**config.mk**
```make
export PLATFORM = sky130hd
export DESIGN_NAME = tq_front
export DESIGN_NICKNAME = d
export VERILOG_FILES = /design/src/design/tq_pkg.sv /design/src/design/tq_front.sv
export SDC_FILE = /design/constraint.sdc
export NUM_CORES = 1
export LEC_CHECK = 0
export BUFFER_PORTS_ARGS = -buffer_cell sky130_fd_sc_hd__buf_2
export CORE_ASPECT_RATIO = 1.25
export CORE_MARGIN = 2
export CORE_UTILIZATION = 41
export DETAILED_ROUTE_END_ITERATION = 6
export PLACE_DENSITY = 0.89
export SYNTH_ARGS = -nofsm -noshare
export SYNTH_HDL_FRONTEND = slang
export SYNTH_SLANG_ARGS = --single-unit
```
**constraint.sdc**
```tcl
create_clock -name clk -period 2.85 [get_ports clk]
set_input_delay 0.1425 -clock clk [delete_from_list [all_inputs] [get_ports clk]]
set_output_delay 0.1425 -clock clk [all_outputs]
set_load 0.005 [all_outputs]
```
**src/design/tq_pkg.sv**
```systemverilog
// ============================================================================
// tq_pkg: shared types and codes of the team queue
// Request and response beats, command and status codes, internal op codes,
// back-end states and the team reduction step count.
// ============================================================================
package tq_pkg;

  localparam int CMD_W        = 2;
  localparam int ELEM_FIELD_W = 20;
  localparam int TEAM_FIELD_W = 10;
  localparam int STATUS_W     = 3;
  localparam int TEAM_FIELD_MAX = 1023;
  localparam int RED_W        = 24;
  localparam int STEP_W       = 4;

  localparam logic [CMD_W-1:0] CMD_ENQ = 2'd0;
  localparam logic [CMD_W-1:0] CMD_DEQ = 2'd1;
  localparam logic [CMD_W-1:0] CMD_CLR = 2'd2;

  typedef enum logic [STATUS_W-1:0] {
    ST_ENQUEUED = 3'd0,
    ST_DEQUEUED = 3'd1,
    ST_EMPTY    = 3'd2,
    ST_FULL     = 3'd3,
    ST_CLEARED  = 3'd4
  } tq_status_t;

  typedef enum logic [1:0] {
    OP_ENQ = 2'd0,
    OP_DEQ = 2'd1,
    OP_CLR = 2'd2
  } tq_op_t;

  typedef enum logic [2:0] {
    BK_IDLE,
    BK_ENQ,
    BK_DEQ_ORDER,
    BK_DEQ_TEAM,
    BK_DEQ_DONE,
    BK_CLEAR
  } tq_back_state_t;

  typedef struct packed {
    logic [CMD_W-1:0]        cmd;
    logic [ELEM_FIELD_W-1:0] elem_value;
    logic [TEAM_FIELD_W-1:0] team;
  } tq_req_t;

  typedef struct packed {
    tq_status_t              status;
    logic [ELEM_FIELD_W-1:0] elem_out;
  } tq_rsp_t;

  // number of conditional-subtract steps that bring any team field below tc
  function automatic int red_steps(input int tc);
    int cnt;
    cnt = 0;
    for (int n = 0; n < 12; n++) begin
      if ((tc << n) <= TEAM_FIELD_MAX) cnt = n + 1;
    end
    return cnt;
  endfunction

endpackage

```
**src/design/tq_front.sv**
```systemverilog
// ============================================================================
// tq_front: request intake and classification
// Drops unused commands, trims the element, reduces the team number below
// the team count one conditional subtract per cycle, and pushes the item.
// ============================================================================
module tq_front #(
  parameter int TEAM_COUNT = 1024,
  parameter int ELEM_WIDTH = 20,
  localparam int TW = $clog2(TEAM_COUNT),
  localparam int IW = 2 + TW + ELEM_WIDTH
) (
  input  logic             clk,
  input  logic             rst,
  input  logic             req_valid,
  input  tq_pkg::tq_req_t  req,
  input  logic             block,
  output logic             stall,
  output logic             q_push,
  output logic [IW-1:0]    q_item,
  input  logic             q_ready
);

  localparam int RED_STEPS = tq_pkg::red_steps(TEAM_COUNT);
  localparam int K_INIT    = (RED_STEPS > 0) ? RED_STEPS - 1 : 0;

  logic                              stage_valid, stage_valid_next;
  tq_pkg::tq_op_t                    stage_op, stage_op_next;
  logic [ELEM_WIDTH-1:0]             stage_elem, stage_elem_next;
  logic [tq_pkg::TEAM_FIELD_W-1:0]   stage_r, stage_r_next;
  logic [tq_pkg::STEP_W-1:0]         stage_k, stage_k_next;

  logic [tq_pkg::RED_W-1:0]          step;
  logic [tq_pkg::RED_W-1:0]          r_wide;
  logic                              done;
  logic                              accept;
  logic [ELEM_WIDTH+tq_pkg::ELEM_FIELD_W-1:0] elem_ext;
  logic [TW+tq_pkg::TEAM_FIELD_W-1:0]         team_ext;

  always_comb begin
    step     = tq_pkg::RED_W'(TEAM_COUNT) << stage_k;
    r_wide   = tq_pkg::RED_W'(stage_r);
    done     = r_wide < tq_pkg::RED_W'(TEAM_COUNT);
    q_push   = stage_valid && done && q_ready;
    stall    = block || (stage_valid && !q_push);
    accept   = req_valid && !stall;
    elem_ext = {{ELEM_WIDTH{1'b0}}, req.elem_value};
    team_ext = {{TW{1'b0}}, stage_r};
    q_item   = {stage_op, team_ext[TW-1:0], stage_elem};

    stage_valid_next = stage_valid;
    stage_op_next    = stage_op;
    stage_elem_next  = stage_elem;
    stage_r_next     = stage_r;
    stage_k_next     = stage_k;

    if (q_push) begin
      stage_valid_next = 1'b0;
    end else if (stage_valid && !done) begin
      if (r_wide >= step) begin
        stage_r_next = stage_r - step[tq_pkg::TEAM_FIELD_W-1:0];
      end
      stage_k_next = stage_k - 1'b1;
    end

    if (accept) begin
      stage_valid_next = 1'b1;
      stage_elem_next  = elem_ext[ELEM_WIDTH-1:0];
      stage_k_next     = tq_pkg::STEP_W'(K_INIT);
      unique case (req.cmd)
        tq_pkg::CMD_ENQ: begin
          stage_op_next = tq_pkg::OP_ENQ;
          stage_r_next  = req.team;
        end
        tq_pkg::CMD_DEQ: begin
          stage_op_next = tq_pkg::OP_DEQ;
          stage_r_next  = '0;
        end
        tq_pkg::CMD_CLR: begin
          stage_op_next = tq_pkg::OP_CLR;
          stage_r_next  = '0;
        end
        default: begin
          stage_valid_next = 1'b0;
        end
      endcase
    end
  end

  always_ff @(posedge clk) begin
    if (rst) begin
      stage_valid <= 1'b0;
    end else begin
      stage_valid <= stage_valid_next;
    end
    stage_op   <= stage_op_next;
    stage_elem <= stage_elem_next;
    stage_r    <= stage_r_next;
    stage_k    <= stage_k_next;
  end

endmodule

```
* Word-level counts from Yosys, hierarchy flattened
Cells that the tools add are included.
** Word-level totals
- Register bits :: 33
- Input port bits :: 37
- Word-level logic and storage cells :: 25
- Output and inout bits :: 34
** Operators by class
- Equality and inequality tests :: 2
- Reduce and logical (&&, ||, !) cells :: 14
- Multiplexer cells :: 5
** Operators with widths (number)
- case mux 10 bit (2 select lines) :: 1
- case mux 2 bit (3 select lines) :: 1
- AND reduction 2 bit :: 2
- nonzero test 2 bit :: 2
- logical AND 1 bit :: 3
- 2-to-1 mux 1 bit :: 3
- nonzero test 3 bit :: 1
- OR reduction 3 bit :: 1
- == test 2 x 1 -> 1 bit, second input constant :: 1
- == test 2 bit, second input constant :: 1
- logical NOT 1 bit :: 2
- logical NOT 2 bit :: 1
- OR reduction 2 bit :: 1
- logical OR 1 bit :: 1

* Longest topological paths before layout
- Word-level depth :: 7
- Mapped depth :: 3

* Least setup slack after synthesis
OpenSTA, ideal clock, no wires.
- Path type :: register to register
- Start point :: register stage_valid
- End point :: register stage_elem[0], enable pin
- Slack :: 0.466 ns
- Setup time :: 0.427 ns
- Arrival :: 1.957 ns
- Buffers on the path :: 0
- Cell stages (with the launch flop) :: 3
- Required time :: 2.423 ns
- Cell sequence :: dfxtp_1 nor2b_1 nor3b_1
** Between the ends
- Longest elaborated chain between the ends :: 6
** RTL lines
- from (decl) :: line tq_front.sv:26 : logic stage_valid, stage_valid_next;
- from (signal assigned) :: line tq_front.sv:93 : stage_valid <= stage_valid_next;
- logical AND 1 bit :: line tq_front.sv:43 : q_push = stage_valid && done && q_ready;
- logical NOT 1 bit :: line tq_front.sv:44 : stall = block || (stage_valid && !q_push);
- logical AND 1 bit * :: line tq_front.sv:44
- logical OR 1 bit * :: line tq_front.sv:44
- logical NOT 1 bit * :: line tq_front.sv:45 : accept = req_valid && !stall;
- logical AND 1 bit * :: line tq_front.sv:45
- via accept :: line tq_front.sv:35 : logic accept;
- to (signal assigned) :: line tq_front.sv:96 : stage_elem <= stage_elem_next;
- to (decl) :: line tq_front.sv:28 : logic [ELEM_WIDTH-1:0] stage_elem, stage_elem_next;
The timed path passes the listed nets; every way through them passes the cells marked *.
A chain may end at the register's enable or synchronous reset.

* Worst setup path after layout
Ends and elaborated chain as after synthesis.

==> results.md <==
## Status
• outcome: finished clean

## Global route
• met1 usage: 0.182
• layer with the highest usage: met2
• largest net degree at the start of global routing: 21
• global-route wire length before repair: 3740 um
• Global Route met3 Usage: 0.104
• aggregate global-route resource usage: 0.174
• GRT met2 Usage: 0.263
• vias in the first global route: 823
• total overflow reported by the global router: 0
• initial antenna violation count: 0

## Clock network
• number of buffers between clock root and the deepest sink: 2
• number of gates resized after cts: 0
• Clock Tree Root: sky130_fd_sc_hd__clkbuf_4
• clock buffer count from CTS: 5
• cts hold-fix bufs: 21
• maximum level of the CTS H-tree: 2
• clock sink count: 33
• TritonCTS clock tree: done
• Clock Latency Late Sink: 0.33 ns
• Post-CTS Setup Bufs: 0
• clk slew on worst S/H paths: 0.09 ns

## Layout
• number of nets in the final layout: 196
• ANT cells: 0
• number of fillers in the final layout: 192
• layout cells sized above 1: 0.516
• final std cells w/o fill: 191
• area delta synth->final: 61.4%
• fraction of the core area covered by cells at the end of the flow: 0.691

## Floorplanning
• die width: 51.3 um
• Ports: 71
• area of the core: 0.00268 mm^2
• area enclosed by the die boundary: 0.00324 mm^2
• height of the chip: 63.1 um
• starting density of the core: 0.428
• row cnt: 21

## Power
• clock share of power: 0.328
• switching fraction of total power: 0.190
• static leakage: 0.804 nW
• P_int: 0.802 mW
• Psw: 0.189 mW
• register share of total power: 0.569
• maximum vdd ir drop: 354 uV
• P per Cell Area: 535 mW/mm^2
• Comb pwr share: 0.103

## Setup path
• crit path kind: reg2reg
• critical path peak fanout: 20
• signal arrival time at the worst endpoint: 1.24 ns
• list of cells traversed by the critical path: nor2b_1, nor3b_2, buf_4
• depth of the worst register-to-register path: 3
• kind of launch point of the worst setup path: flop
• cell family with the largest share of critical-path delay: flip-flops
• CP Buf/Inv Count: 1
• slowest library cell on the worst path: sky130_fd_sc_hd__dfxtp_1
• critical path required time: 2.87 ns
• Slowest Stage Delay on Critical Path: 0.32 ns
• kind of capture point of the worst setup path: flop
• logic depth of the worst setup path including buffers: 3

## STA
• number of hold violations in the final report: 0
• number of max-slew violations in the final report: 0
• final total negative setup slack: 0 ns
• relative slew slack: 0.835
• worst slew pin tran: 0.248 ns
• unrepaired setup endpoints after global routing: false
• total setup violations reported at the end of the flow: 0
• Clock Skew: 0.00776 ns
• post-route fraction of the period consumed by the critical path: 0.428
• Max Clk Rate: 0.819 GHz
• Tmin final: 1.22 ns

## Detailed routing
• wire length per cell after detailed routing: 13.4 um
• Detail Route Antenna Nets: 0
• starting DRC count in detailed routing: 8
• average via count per standard cell: 4.29
• count of unresolved DRC violations after routing: 0
• detailed-route wire length: 2570 um
• number of vias after detailed routing: 819
• number of iterations in the first detailed-routing pass: 4

## Synth
• number of synthesized register bits: 33
• Yosys cell types: 11
• Synth Area per Inst: 20.5 um^2
• count of warnings emitted by yosys: 0
• synthesized netlist net count: 96
• cell area after synthesis: 0.00115 mm^2
• instance count of the mapped netlist: 56
• sequential area share after synthesis: 0.855

## Place
• # port buffers: 70
• DP Cell Count: 162
• global placement routability congestion: 0.667
• placed wire-length estimate after detailed placement: 1580 um

## Flow run
• max-cap violation count: 0

## Worst hold path
• cell depth of the worst hold path: 2
• classification of the worst-slack hold path: in2reg

[metrics by stage]
step / setup WS, ns / total power [mW] / cell area, um^2 / hold WS [ns]
2_1_floorplan: 0.466 / 0.601 / 1150 / 0.205
3_3_place_gp: 1.60 / 0.650 / 1570 / 0.306
3_5_place_dp: 1.60 / 0.653 / 1570 / 0.312
4_1_cts: 1.63 / 1.00 / 1850 / 0.0696
5_1_grt: 1.57 / 1.04 / 1850 / 0.0603
6_report: 1.63 / 0.991 / 1850 / 0.0880
[logic make-up (layout without fill, tap and decap cells)]
family	count (synthesis)	after routing	share of synthesized area
flops	33	33	0.855
simple gates	17	17	0.0982
fa+ha+maj	3	3	0.0327
buf+inv	2	103	0.00655
compound gates	1	1	0.00763
[registers in the layout (all words and copies together) (netlist names)]
name	cells
stage_r	10
stage_valid	1
stage_op	2
stage_elem	20
[area by class of cell]
class                      count  area [um^2]  area share
inverter                       2         7.51     0.00405
tap                           34         42.5      0.0230
timing repair buffer          93          576       0.311
sequential                    33          981       0.530
multi-input combinational     21          170      0.0919
clock inverter                 2         33.8      0.0182
clock buffer                   6         41.3      0.0223
[power groups by stage]
stage,Sequential (mW),Combinational (mW),Clock (mW)
2_1_floorplan,0.579,0.0219,0
3_3_place_gp,0.574,0.0761,0
3_5_place_dp,0.574,0.0786,0
4_1_cts,0.563,0.101,0.336
5_1_grt,0.566,0.113,0.362
6_report,0.564,0.102,0.325
[per-layer routing]
metal  wire length (um)  vias to the layer above  share of wire
met3                363                        4           0.14
met2               1190                       63           0.46
met1                983                      348           0.38
met5                  0                        -              0
li1                   -                      404              -
met4                 35                        0          0.014
[cells in the final DEF (no fill, tap or decap)]
master                          instances
sky130_fd_sc_hd__buf_2                 70
sky130_fd_sc_hd__edfxtp_1              32
sky130_fd_sc_hd__dlygate4sd3_1         21
sky130_fd_sc_hd__and2_1                11
sky130_fd_sc_hd__clkbuf_4               5
sky130_fd_sc_hd__ha_1                   3
sky130_fd_sc_hd__inv_1                  2
sky130_fd_sc_hd__nand2b_1               2
sky130_fd_sc_hd__buf_4                  2
sky130_fd_sc_hd__nor2b_1                1
sky130_fd_sc_hd__nor4b_2                1
sky130_fd_sc_hd__nor3b_2                1
sky130_fd_sc_hd__or3b_1                 1
sky130_fd_sc_hd__a21oi_2                1
sky130_fd_sc_hd__bufinv_16              1
sky130_fd_sc_hd__clkbuf_1               1
sky130_fd_sc_hd__clkinv_1               1
sky130_fd_sc_hd__dfxtp_1                1
[synthesized netlist by cell type]
cell / number / share of area
sky130_fd_sc_hd__ha_1: 3 / 0.033
sky130_fd_sc_hd__dfxtp_1: 1 / 0.017
sky130_fd_sc_hd__inv_1: 2 / 0.0065
sky130_fd_sc_hd__nor4b_1: 1 / 0.0076
sky130_fd_sc_hd__edfxtp_1: 32 / 0.84
sky130_fd_sc_hd__a21oi_2: 1 / 0.0076
sky130_fd_sc_hd__nand2b_1: 2 / 0.011
sky130_fd_sc_hd__or3b_1: 1 / 0.0076
sky130_fd_sc_hd__nor2b_1: 1 / 0.0055
sky130_fd_sc_hd__and2_1: 11 / 0.060
sky130_fd_sc_hd__nor3b_1: 1 / 0.0065
[path summary, 6_finish.rpt]
path,to,slack [ns],start
hold / removal,stage_r[8]$_SDFFCE_PP0P_,0.09,req[8]
setup / recovery,stage_elem[0]$_DFFE_PP_,1.63,stage_valid$_SDFFE_PP0P_
hold reg to reg,stage_valid$_SDFFE_PP0P_,0.51,stage_valid$_SDFFE_PP0P_
setup reg to reg,stage_elem[0]$_DFFE_PP_,1.63,stage_valid$_SDFFE_PP0P_
(Power assumes the default switching activity.)
