### config.mk
export PLATFORM = sky130hd
export DESIGN_NAME = tq_queue
export DESIGN_NICKNAME = d
export VERILOG_FILES = /design/src/design/tq_queue.sv
export SDC_FILE = /design/constraint.sdc
export NUM_CORES = 1
export LEC_CHECK = 0
export BUFFER_PORTS_ARGS = -buffer_cell sky130_fd_sc_hd__buf_4
export CAP_MARGIN = 20
export CORE_ASPECT_RATIO = 1.25
export CORE_MARGIN = 2
export CORE_UTILIZATION = 38
export CTS_CLUSTER_DIAMETER = 150
export DETAILED_ROUTE_END_ITERATION = 7
export PLACE_DENSITY = 0.67
export SYNTH_ARGS = -nofsm -noshare
export SYNTH_HDL_FRONTEND = slang
export SYNTH_SLANG_ARGS = --single-unit
### constraint.sdc
create_clock -name clk -period 1.6 [get_ports clk]
set_input_delay 0.08 -clock clk [delete_from_list [all_inputs] [get_ports clk]]
set_output_delay 0.08 -clock clk [all_outputs]
set_load 0.05 [all_outputs]
### src/design/tq_queue.sv
// ============================================================================
// tq_queue: two-entry decoupling queue
// Holds classified items between the front and the back end.
// ============================================================================
module tq_queue #(
  parameter int WIDTH = 8
) (
  input  logic             clk,
  input  logic             rst,
  input  logic             push,
  input  logic [WIDTH-1:0] push_item,
  output logic             ready,
  input  logic             pop,
  output logic             valid,
  output logic [WIDTH-1:0] head
);

  logic [WIDTH-1:0] slot [2];
  logic             wp, rp;
  logic [1:0]       count;

  assign ready = (count != 2'd2);
  assign valid = (count != 2'd0);
  assign head  = slot[rp];

  always_ff @(posedge clk) begin
    if (rst) begin
      wp    <= 1'b0;
      rp    <= 1'b0;
      count <= 2'd0;
    end else begin
      if (push) wp <= ~wp;
      if (pop) rp <= ~rp;
      count <= count + {1'b0, push} - {1'b0, pop};
    end
    if (push) begin
      slot[wp] <= push_item;
    end
  end

endmodule

Word-level counts from Yosys, hierarchy flattened
Memory sizes are Yosys's and may differ from the RTL's. A register that Yosys moved wholly into a read port is not among the register bits.
Index checks and enable logic that the tools add are counted.
- input port bits: 12
- output and inout port bits: 10
- memories: 1
- RAM bits: 16
- ROM bits: 0
- flip-flop bits (word level): 4
- logic and storage cells: 14
- bits in latches: 0
- memory list (name ; words ; width ; rd ports ; clocked after memory_dff ; write ports ; line ; source):
    slot ; 2 ; 8 ; 1 ; 1 ; 1 ; 18 ; logic [WIDTH-1:0] slot [2];
- $mul: 0
- divide/modulo/power cells: 0
- multiplexer cells: 4
- equality and inequality tests: 1
- shift-type cells: 0
- reductions and logical operators: 1
- add/sub/neg operators: 2
- bitwise logic cells: 2
- magnitude comparators: 0
- operators by type and width (operator ; number):
    2-to-1 mux 1 bit ; 4
    adder 2 x 1 -> 2 bit ; 1
    inequality test 2 bit, second input constant ; 1
    inverter 1 bit ; 2
    nonzero test 2 bit ; 1
    subtractor 2 x 1 -> 2 bit ; 1

Logic depth before layout (Yosys ltp)
Gate-level depths: netlist (run 1).
- word-level depth: 3
- depth in mapped cells: 6
- depth with buffers taken out: 6

Worst setup path after synthesis (run 1)
Ideal clock, no wire load.
- kind: flip-flop to flip-flop
- start point: register count[0]
- end point: register count[1]
- library setup time: 0.110 ns
- data arrival time: 1.012 ns
- path slack: 0.478 ns
- stages on the path, launching flop included: 7
- path buffers: 0
- required time: 1.490 ns
- clock period less this slack: 1.122 ns
- cell sequence: dfxtp_1 > inv_1 > ha_1 > inv_1 > ha_1 > xnor3_1 > nor2_1
- word-level cells in the longest chain between the ends: 2
- RTL lines (item ; line ; source):
    start: declaration ; 20 ; logic [1:0] count;
    start signal: assignment ; 34 ; count <= count + {1'b0, push} - {1'b0, pop};
    adder 2 x 1 -> 2 bit ; 34 ;
    subtractor 2 x 1 -> 2 bit ; 34 ;
Every way passes these cells.
A chain may end at the register's enable or synchronous reset.

==> flow_summary.json, run 1 <==
{
  "status": "completed",
  "fin_nets": 95,
  "period_share_pct": 93.05,
  "max_stage_delay_ps": 550,
  "rsz0062_at_grt": "no",
  "clock_sinks": 21,
  "power_switching_mw": 0.3616,
  "cts_tree": "yes",
  "holdWs_ps": 45.73,
  "synth-compound-area-share_pct": 0,
  "grt_pass1_wl_um": 1745,
  "gp_congestion": 0.6296,
  "synth_top_family_by_area": "multiplexers",
  "worstPathMaxFanout": 8,
  "cts.path.max_buffers": 2,
  "hold_violations": 0,
  "grt_max_degree": 12,
  "post_drt_wl_per_cell_um": 11.92,
  "synthMuxAreaShare_pct": 11.37,
  "clockPowerShare_pct": 19.3,
  "dieArea_um2": 2468,
  "arrival_ps": 1410,
  "ys_types": 13,
  "vias": 465,
  "fin_crit_ps": 1489,
  "drtIter0Drc": 9,
  "numCtsBuffers": 3,
  "totalWireLength_um": 1192,
  "ys_ff_latch": 21,
  "tns_ps": 0,
  "avgSynthCellArea_um2": 17.22,
  "num_antenna_cells": 0,
  "first_pass_iters": 4,
  "netlist_area_um2": 792.0,
  "fmax_mhz": 671.6,
  "insertion_delay_ps": 290,
  "crit_type": "reg2out",
  "ioPinCount": 22,
  "share_seq_of_total_power_pct": 53.0,
  "design.core.area_um2": 1982,
  "synth-xor-area-share_pct": 5.055,
  "peakVddDrop_uv": 672.1,
  "path_cells": "mux2_2, buf_4",
  "powerDensity_nw_per_um2": 1132,
  "antenna_found_initial": 0,
  "via_per_inst": 4.650,
  "root_buffer": "clkbuf_4",
  "cp.required_ps": 1520,
  "num_rows": 18,
  "yosysWarnings": 0,
  "drc": 0,
  "total_power_mw": 1.238,
  "worst_pin_slew_ps": 379.7,
  "drive_above_1_share_pct": 42.50,
  "synth_nets": 60,
  "ys_seq_area_share_pct": 73.30,
  "yosys.area_share.adder_pct": 3.160,
  "die_y_um": 55.04,
  "finalSetupViolCount": 0,
  "place_hpwl_um": 835.1,
  "power.internal_mw": 0.8761,
  "cp_top_family": "flip-flops",
  "ctsHtreeMaxLevel": 1,
  "finClkSkew_ps": 8.062,
  "fp.dieW_um": 44.84,
  "cp_slowest_cell": "dfxtp_1",
  "port_buffers": 21,
  "switching_share_pct": 29.22,
  "overflow": 0,
  "start_util_pct": 39.96,
  "ctsResizeCount": 0,
  "hold_class": "in2reg",
  "syn_inst": 46,
  "startpoint_type": "register",
  "cap_violations": 0,
  "detail-route-antenna-nets": 0,
  "slew_headroom_pct": 74.69,
  "p_leak_nw": 0.4400,
  "grt_use_total_pct": 10.26,
  "slew_violations": 0,
  "grt_pass1_vias": 428,
  "p_comb_share_pct": 27.7,
  "clkSlewWorstSetupHoldPaths_ps": 110,
  "worstSetupEndpointType": "output port",
  "synth_simple_gate_area_share_pct": 5.529,
  "worst-path-buf-inv": 1,
  "areaGrowthSynthToFinish_pct": 38.07
}
-- metal layers --
| layer | global-route usage, % | wire (µm) |
|---|---|---|
| met1 | 10.49 | 483 |
| met2 | 18.36 | 614 |
| met3 | 2.273 | 87 |
| met4 | 7.353 | 6 |
| met5 | 0 | 0 |
-- area by class of cell --
cell class                      count  area, µm²
Fill cell                         187      888.4
Sequential cell                    21      580.6
Timing Repair Buffer               31      255.2
Multi-Input combinational cell     22      198.9
Clock buffer                        4      26.28
Tap cell                           20      25.02
Inverter                            2      7.507
-- cells by family after synthesis --
kind of cell | after synthesis
xor gates and xnor gates | 3
adders and majority gates | 2
buffers and inverters | 3
DFF | 21
muxes | 8
and+or+nand+nor | 9
-- worst reg2reg max path, delay by kind of cell, from the launching register on --
kind,cells,cell delay (ps)
DFF,1,340
and+or+nand+nor,1,80
adders and majority gates,2,400
buffers and inverters,2,100
xor gates and xnor gates,1,200
-- cell usage after synthesis (all sizes together) --
cell	instances	area, µm²
edfxtp	16	480.5
mux2	8	90.09
dfxtp	5	100.1
nor2	4	15.01
ha	2	25.02
inv	2	7.510
nor2b	2	12.51
xnor2	2	17.52
and2	1	6.260
buf	1	5.000
nand2	1	3.750
or2	1	6.260
xnor3	1	22.52
-- power by group through the flow --
| stage | clock (mW) | sequential, mW | combinational (mW) |
|---|---|---|---|
| after floorplan | 0 | 0.658 | 0.238 |
| after global placement | 0 | 0.668 | 0.324 |
| after detailed placement | 0 | 0.670 | 0.327 |
| after CTS | 0.248 | 0.658 | 0.346 |
| after global routing | 0.272 | 0.661 | 0.365 |
| final | 0.239 | 0.656 | 0.343 |
-- state kept, by name, summed over array words and instances (netlist names), named ones only --
signal,flops
slot,16
count,2
rp,1
wp,1
-- through the flow --
stage	util, %	setup WS [ps]	instance area, µm²	cells
floorplan	-	478.1	792.0	46
global placement	49.31	419.8	977.2	87
detailed placement	49.31	409.6	977.2	87
CTS	55.18	80.95	1094	100
global route	55.18	38.14	1094	100
finish	55.18	111.1	1094	100
-- worst paths after layout --
path	from	end	slack, ps	cells after the start
hold reg to reg	rp	register	530	2
setup reg to reg	count[0]	count[1]	400	6
setup / recovery	register	head[7]	110	2
hold / removal	push	wp	50	3
-- repair_timing --
| action | CTS | global route |
|---|---|---|
| hold buffers | 9 | 0 |
| buffers inserted | 0 | 0 |
| hold endpoints to repair | 21 | 0 |
-- placed cells by master (no fill, tap or decap) --
cell type	count
xnor2_1	2
ha_1	2
and2_1	1
dlygate4sd3_1	9
or2_2	1
inv_1	2
clkbuf_4	3
clkbuf_1	1
nor2_1	4
mux2_2	8
xnor3_1	1
nand2_1	1
nor2b_1	2
dfxtp_1	5
edfxtp_1	16
buf_4	22
No activity file was read; power rests on OpenSTA's default activity.
==> inputs of run 2 (changes only) <==
Settings changed: RECOVER_POWER from default to 25.
==> run 2 against run 1 <==
Worst hold slack better by 1.2 ps; final cell count stayed put; power increased by 0.13%; register-to-register slack about the same; die area stayed put; global-route usage stayed put; maximum frequency barely moved; first-iteration DRC count is the same; sequential cell count did not move; via count is the same; critical path type unchanged; critical endpoint unchanged; largest cell class unchanged.
==> flow_summary.json, run 2 (synthesis results as in run 1) <==
{
  "multi_input_area_um2": 198.9,
  "grt_pass1_wl_um": 1745,
  "hold_class": "in2reg",
  "nFillCells": 187,
  "wl_met2_um": 602,
  "totalWireLength_um": 1192,
  "clkSlewWorstSetupHoldPaths_ps": 110,
  "worst_r2r_path_depth": 6,
  "fin_nets": 95,
  "post-route-util_pct": 55.18,
  "place_hpwl_um": 835.1,
  "fp.dieW_um": 44.84,
  "cts.path.max_buffers": 2,
  "status": "completed",
  "vias": 465,
  "num_antenna_cells": 0,
  "powerDensity_nw_per_um2": 1133,
  "fin_cells": 100,
  "cap_violations": 0,
  "arrival_ps": 1410,
  "min_path_cells": 3,
  "tns_ps": 0,
  "antenna_found_initial": 0,
  "grt_max_degree": 12,
  "peakVddDrop_uv": 671.9,
  "reg2reg_from": "count[0]",
  "numCtsBuffers": 3,
  "path_cells": "mux2_2, buf_4",
  "die_y_um": 55.04,
  "dieArea_um2": 2468,
  "areaGrowthSynthToFinish_pct": 38.07,
  "regMostFlops": "slot",
  "cp_slowest_cell": "dfxtp_1",
  "first_pass_iters": 4,
  "finClkSkew_ps": 6.034,
  "dpl.cell_count": 87,
  "r2r_slack_ps": 410,
  "slew_violations": 0,
  "worst_pin_slew_ps": 384.4,
  "ioPinCount": 22,
  "grt_use_total_pct": 10.26,
  "worstSetupEndpointType": "output port",
  "drive_above_1_share_pct": 42.50,
  "fmax_mhz": 672.1,
  "register_area_um2": 580.6,
  "drtIter0Drc": 9,
  "finalSetupViolCount": 0,
  "fin_crit_ps": 1488,
  "drc": 0,
  "hold_start": "push",
  "final_cell_mix": "buf_4, edfxtp_1, clkbuf_4, dlygate4sd3_1, mux2_2",
  "wl_met1_um": 496,
  "insertion_delay_ps": 290,
  "cts_tree": "yes",
  "dpl_cell_area_um2": 977.2,
  "num_rows": 18,
  "overflow": 0,
  "r2r-end": "count[1]",
  "ctsHtreeMaxLevel": 1,
  "crit_type": "reg2out",
  "top_layer_used": "met4",
  "design.core.area_um2": 1982,
  "max_stage_delay_ps": 550,
  "via_per_inst": 4.650,
  "hold_violations": 0,
  "worstPathMaxFanout": 8,
  "startpoint_type": "register",
  "final_area_um2": 1094,
  "post_cts.repair.setup_buffers": 0,
  "ctsResizeCount": 0,
  "period_share_pct": 92.99,
  "p_leak_nw": 0.4388,
  "slew_headroom_pct": 74.37,
  "gp_congestion": 0.6296,
  "post_drt_wl_per_cell_um": 11.92,
  "clock_sinks": 21,
  "hold_path_end": "wp",
  "met3WireLength_um": 87,
  "grt_pass1_vias": 428,
  "rsz0062_at_grt": "no",
  "port_buffers": 21,
  "holdBufCountCts": 9,
  "root_buffer": "clkbuf_4",
  "detail-route-antenna-nets": 0,
  "start_util_pct": 39.96,
  "largest_reg_flops": 16,
  "cp.required_ps": 1520,
  "reg.largest.list": "slot x16, count x2"
}
-- run 2: changes by cell type in the layout (fill, tap and decap cells not counted), sizes merged --
cell / delta
clkbuf: +6
buf: -6
-- run 2: area by class of cell --
class / instances / area share (%)
repair buffers: 31 / 23.34
flip-flops and latches: 21 / 53.09
inverters: 2 / 0.6865
clock buffers: 4 / 2.403
well taps: 20 / 2.288
multi-input cells: 22 / 18.19
-- run 2: how the worst max path moves through the flow --
stage | end | slack, ps | cells after the start | start
after global placement | count[1] | 420 | 6 | count[0]
final | head[7] | 110 | 2 | register
after global routing | head[7] | 40 | 2 | register
after CTS | head[7] | 80 | 2 | register
after detailed placement | count[1] | 410 | 6 | count[0]
after floorplan | count[1] | 480 | 6 | count[0]
-- run 2: critical path, delay by kind of cell, from the launching register on --
kind	cells	cell delay, ps
muxes	1	380
buffers and inverters	1	190
DFF	1	550
-- run 2: per-layer routing --
layer  track usage, %  vias to the layer above
met2            18.36                       15
met3            2.273                        2
met5                0                        -
li1                 -                      234
met4            7.353                        0
met1            10.49                      214
-- run 2: where the power goes --
group          internal (mW)  switching, mW
clock                 0.0969          0.144
sequential             0.633         0.0234
combinational          0.146          0.196
-- run 2: stage by stage --
stage | hold WS [ps] | power [mW] | worst slack, ps
3_5_place_dp | 269.2 | 0.9970 | 409.6
3_3_place_gp | 266.3 | 0.9915 | 419.8
5_1_grt | 56.01 | 1.298 | 38.14
2_1_floorplan | 151.6 | 0.8964 | 478.1
6_report | 46.90 | 1.239 | 112.1
4_1_cts | 49.35 | 1.251 | 80.95
==> inputs of run 3 (changes only) <==
Settings changed: CORE_UTILIZATION 38 to 28, PLACE_DENSITY 0.67 to 0.55.
==> run 3 against run 2 <==
Register-to-register slack barely moved; non-clock buffer count stayed put; count of clock-buffer cells in the layout fell by 1; design area is 1.0% higher; sequential power hardly changed; first-iteration DRC count is 22% lower; largest cell class unchanged; maximum frequency up 0.10%; critical path type unchanged; clock power is essentially flat; sequential cell count unchanged; wire length down 4.7%; critical path depth did not move; worst hold slack worse by 4.6 ps.
==> flow_summary.json, run 3 (synthesis results as in run 1) <==
{
  "antenna_found_initial": 0,
  "reg2reg_from": "count[0]",
  "powerDensity_nw_per_um2": 1116,
  "fmax_mhz": 672.8,
  "largest_reg_flops": 16,
  "reg.largest.list": "slot x16, count x2",
  "hold_start": "push",
  "num_rows": 21,
  "cap_violations": 0,
  "peakVddDrop_uv": 532.1,
  "gp_congestion": 0.6168,
  "hold_violations": 0,
  "root_buffer": "clkbuf_4",
  "overflow": 0,
  "ctsHtreeMaxLevel": 1,
  "crit_type": "reg2out",
  "tns_ps": 0,
  "startpoint_type": "register",
  "worstPathMaxFanout": 8,
  "nFillCells": 275,
  "worstSetupEndpointType": "output port",
  "grt_pass1_vias": 462,
  "ioPinCount": 22,
  "dpl.cell_count": 101,
  "via_per_inst": 4.044,
  "p_leak_nw": 0.4347,
  "dpl_cell_area_um2": 994.7,
  "final_cell_mix": "buf_4, edfxtp_1, dlygate4sd3_1",
  "clock_sinks": 21,
  "rsz0062_at_grt": "no",
  "finClkSkew_ps": 8.530,
  "holdBufCountCts": 9,
  "drc": 0,
  "post-route-util_pct": 41.22,
  "num_antenna_cells": 0,
  "slew_violations": 0,
  "insertion_delay_ps": 300,
  "arrival_ps": 1410,
  "regMostFlops": "slot",
  "grt_max_degree": 13,
  "post_drt_wl_per_cell_um": 9.965,
  "cts_tree": "yes",
  "dieArea_um2": 3273,
  "fp.dieW_um": 51.57,
  "drtIter0Drc": 7,
  "start_util_pct": 29.55,
  "numCtsBuffers": 3,
  "hold_class": "in2reg",
  "grt_use_total_pct": 8.187,
  "port_buffers": 21,
  "status": "completed",
  "vias": 461,
  "slew_headroom_pct": 75.14,
  "grt_pass1_wl_um": 1980,
  "fin_nets": 95,
  "first_pass_iters": 2,
  "die_y_um": 63.46,
  "fin_cells": 114,
  "design.core.area_um2": 2680,
  "fin_crit_ps": 1486,
  "totalWireLength_um": 1136,
  "finalSetupViolCount": 0,
  "areaGrowthSynthToFinish_pct": 39.49,
  "clkSlewWorstSetupHoldPaths_ps": 110,
  "period_share_pct": 92.90,
  "cts.path.max_buffers": 2,
  "detail-route-antenna-nets": 0,
  "final_area_um2": 1105,
  "total_power_mw": 1.233,
  "post_cts.repair.setup_buffers": 0,
  "ctsResizeCount": 0,
  "cp.required_ps": 1520,
  "drive_above_1_share_pct": 41.25,
  "worst_pin_slew_ps": 373.0
}
[run 3: changes by cell type in the layout (fill, tap and decap cells not counted)]
| cell | change |
|---|---|
| clkbuf_4 | -2 |
| clkbuf_1 | +1 |
| clkinv_2 | +1 |
[run 3: worst max-delay path, stage by stage, from the launching register on]
cell and delay (ps):
dfxtp_1 540, mux2_2 380, buf_4 190
[run 3: path summary, 6_finish.rpt]
path | to | cells after the start | slack [ps]
min | wp | 3 | 40
max | head[2] | 2 | 110
max reg2reg | count[1] | 6 | 420
min reg2reg | rp | 2 | 540
[run 3: final cells by class]
cell class                 instances  area (µm²)  area share, %
clock buffer                       3       22.52          2.039
clock inverter                     1       5.005         0.4530
inverter                           2       7.507         0.6795
multi-input combinational         22       198.9          18.01
sequential                        21       580.6          52.55
tap                               34       42.54          3.851
timing repair buffer              31       247.7          22.42
[run 3: metal layers]
layer	track usage [%]	share of wire, %
met1	10.19	45
met2	12.50	46
met3	2.133	6.4
met4	4.934	2.2
met5	0	0
[run 3: stage by stage]
step | worst slack, ps | hold slack (ps)
2_1_floorplan | 478.1 | 151.6
3_3_place_gp | 429.6 | 266.3
3_5_place_dp | 424.0 | 270.4
4_1_cts | 60.70 | 29.84
5_1_grt | 10.35 | 71.70
6_report | 113.6 | 42.27
[run 3: where the power goes]
part | total (mW) | internal [mW] | leakage (nW) | switching [mW]
combinational | 0.338 | 0.143 | 0.225 | 0.195
clock | 0.239 | 0.0931 | 0.0177 | 0.146
sequential | 0.656 | 0.633 | 0.192 | 0.0227
total | 1.23 | 0.869 | 0.435 | 0.364
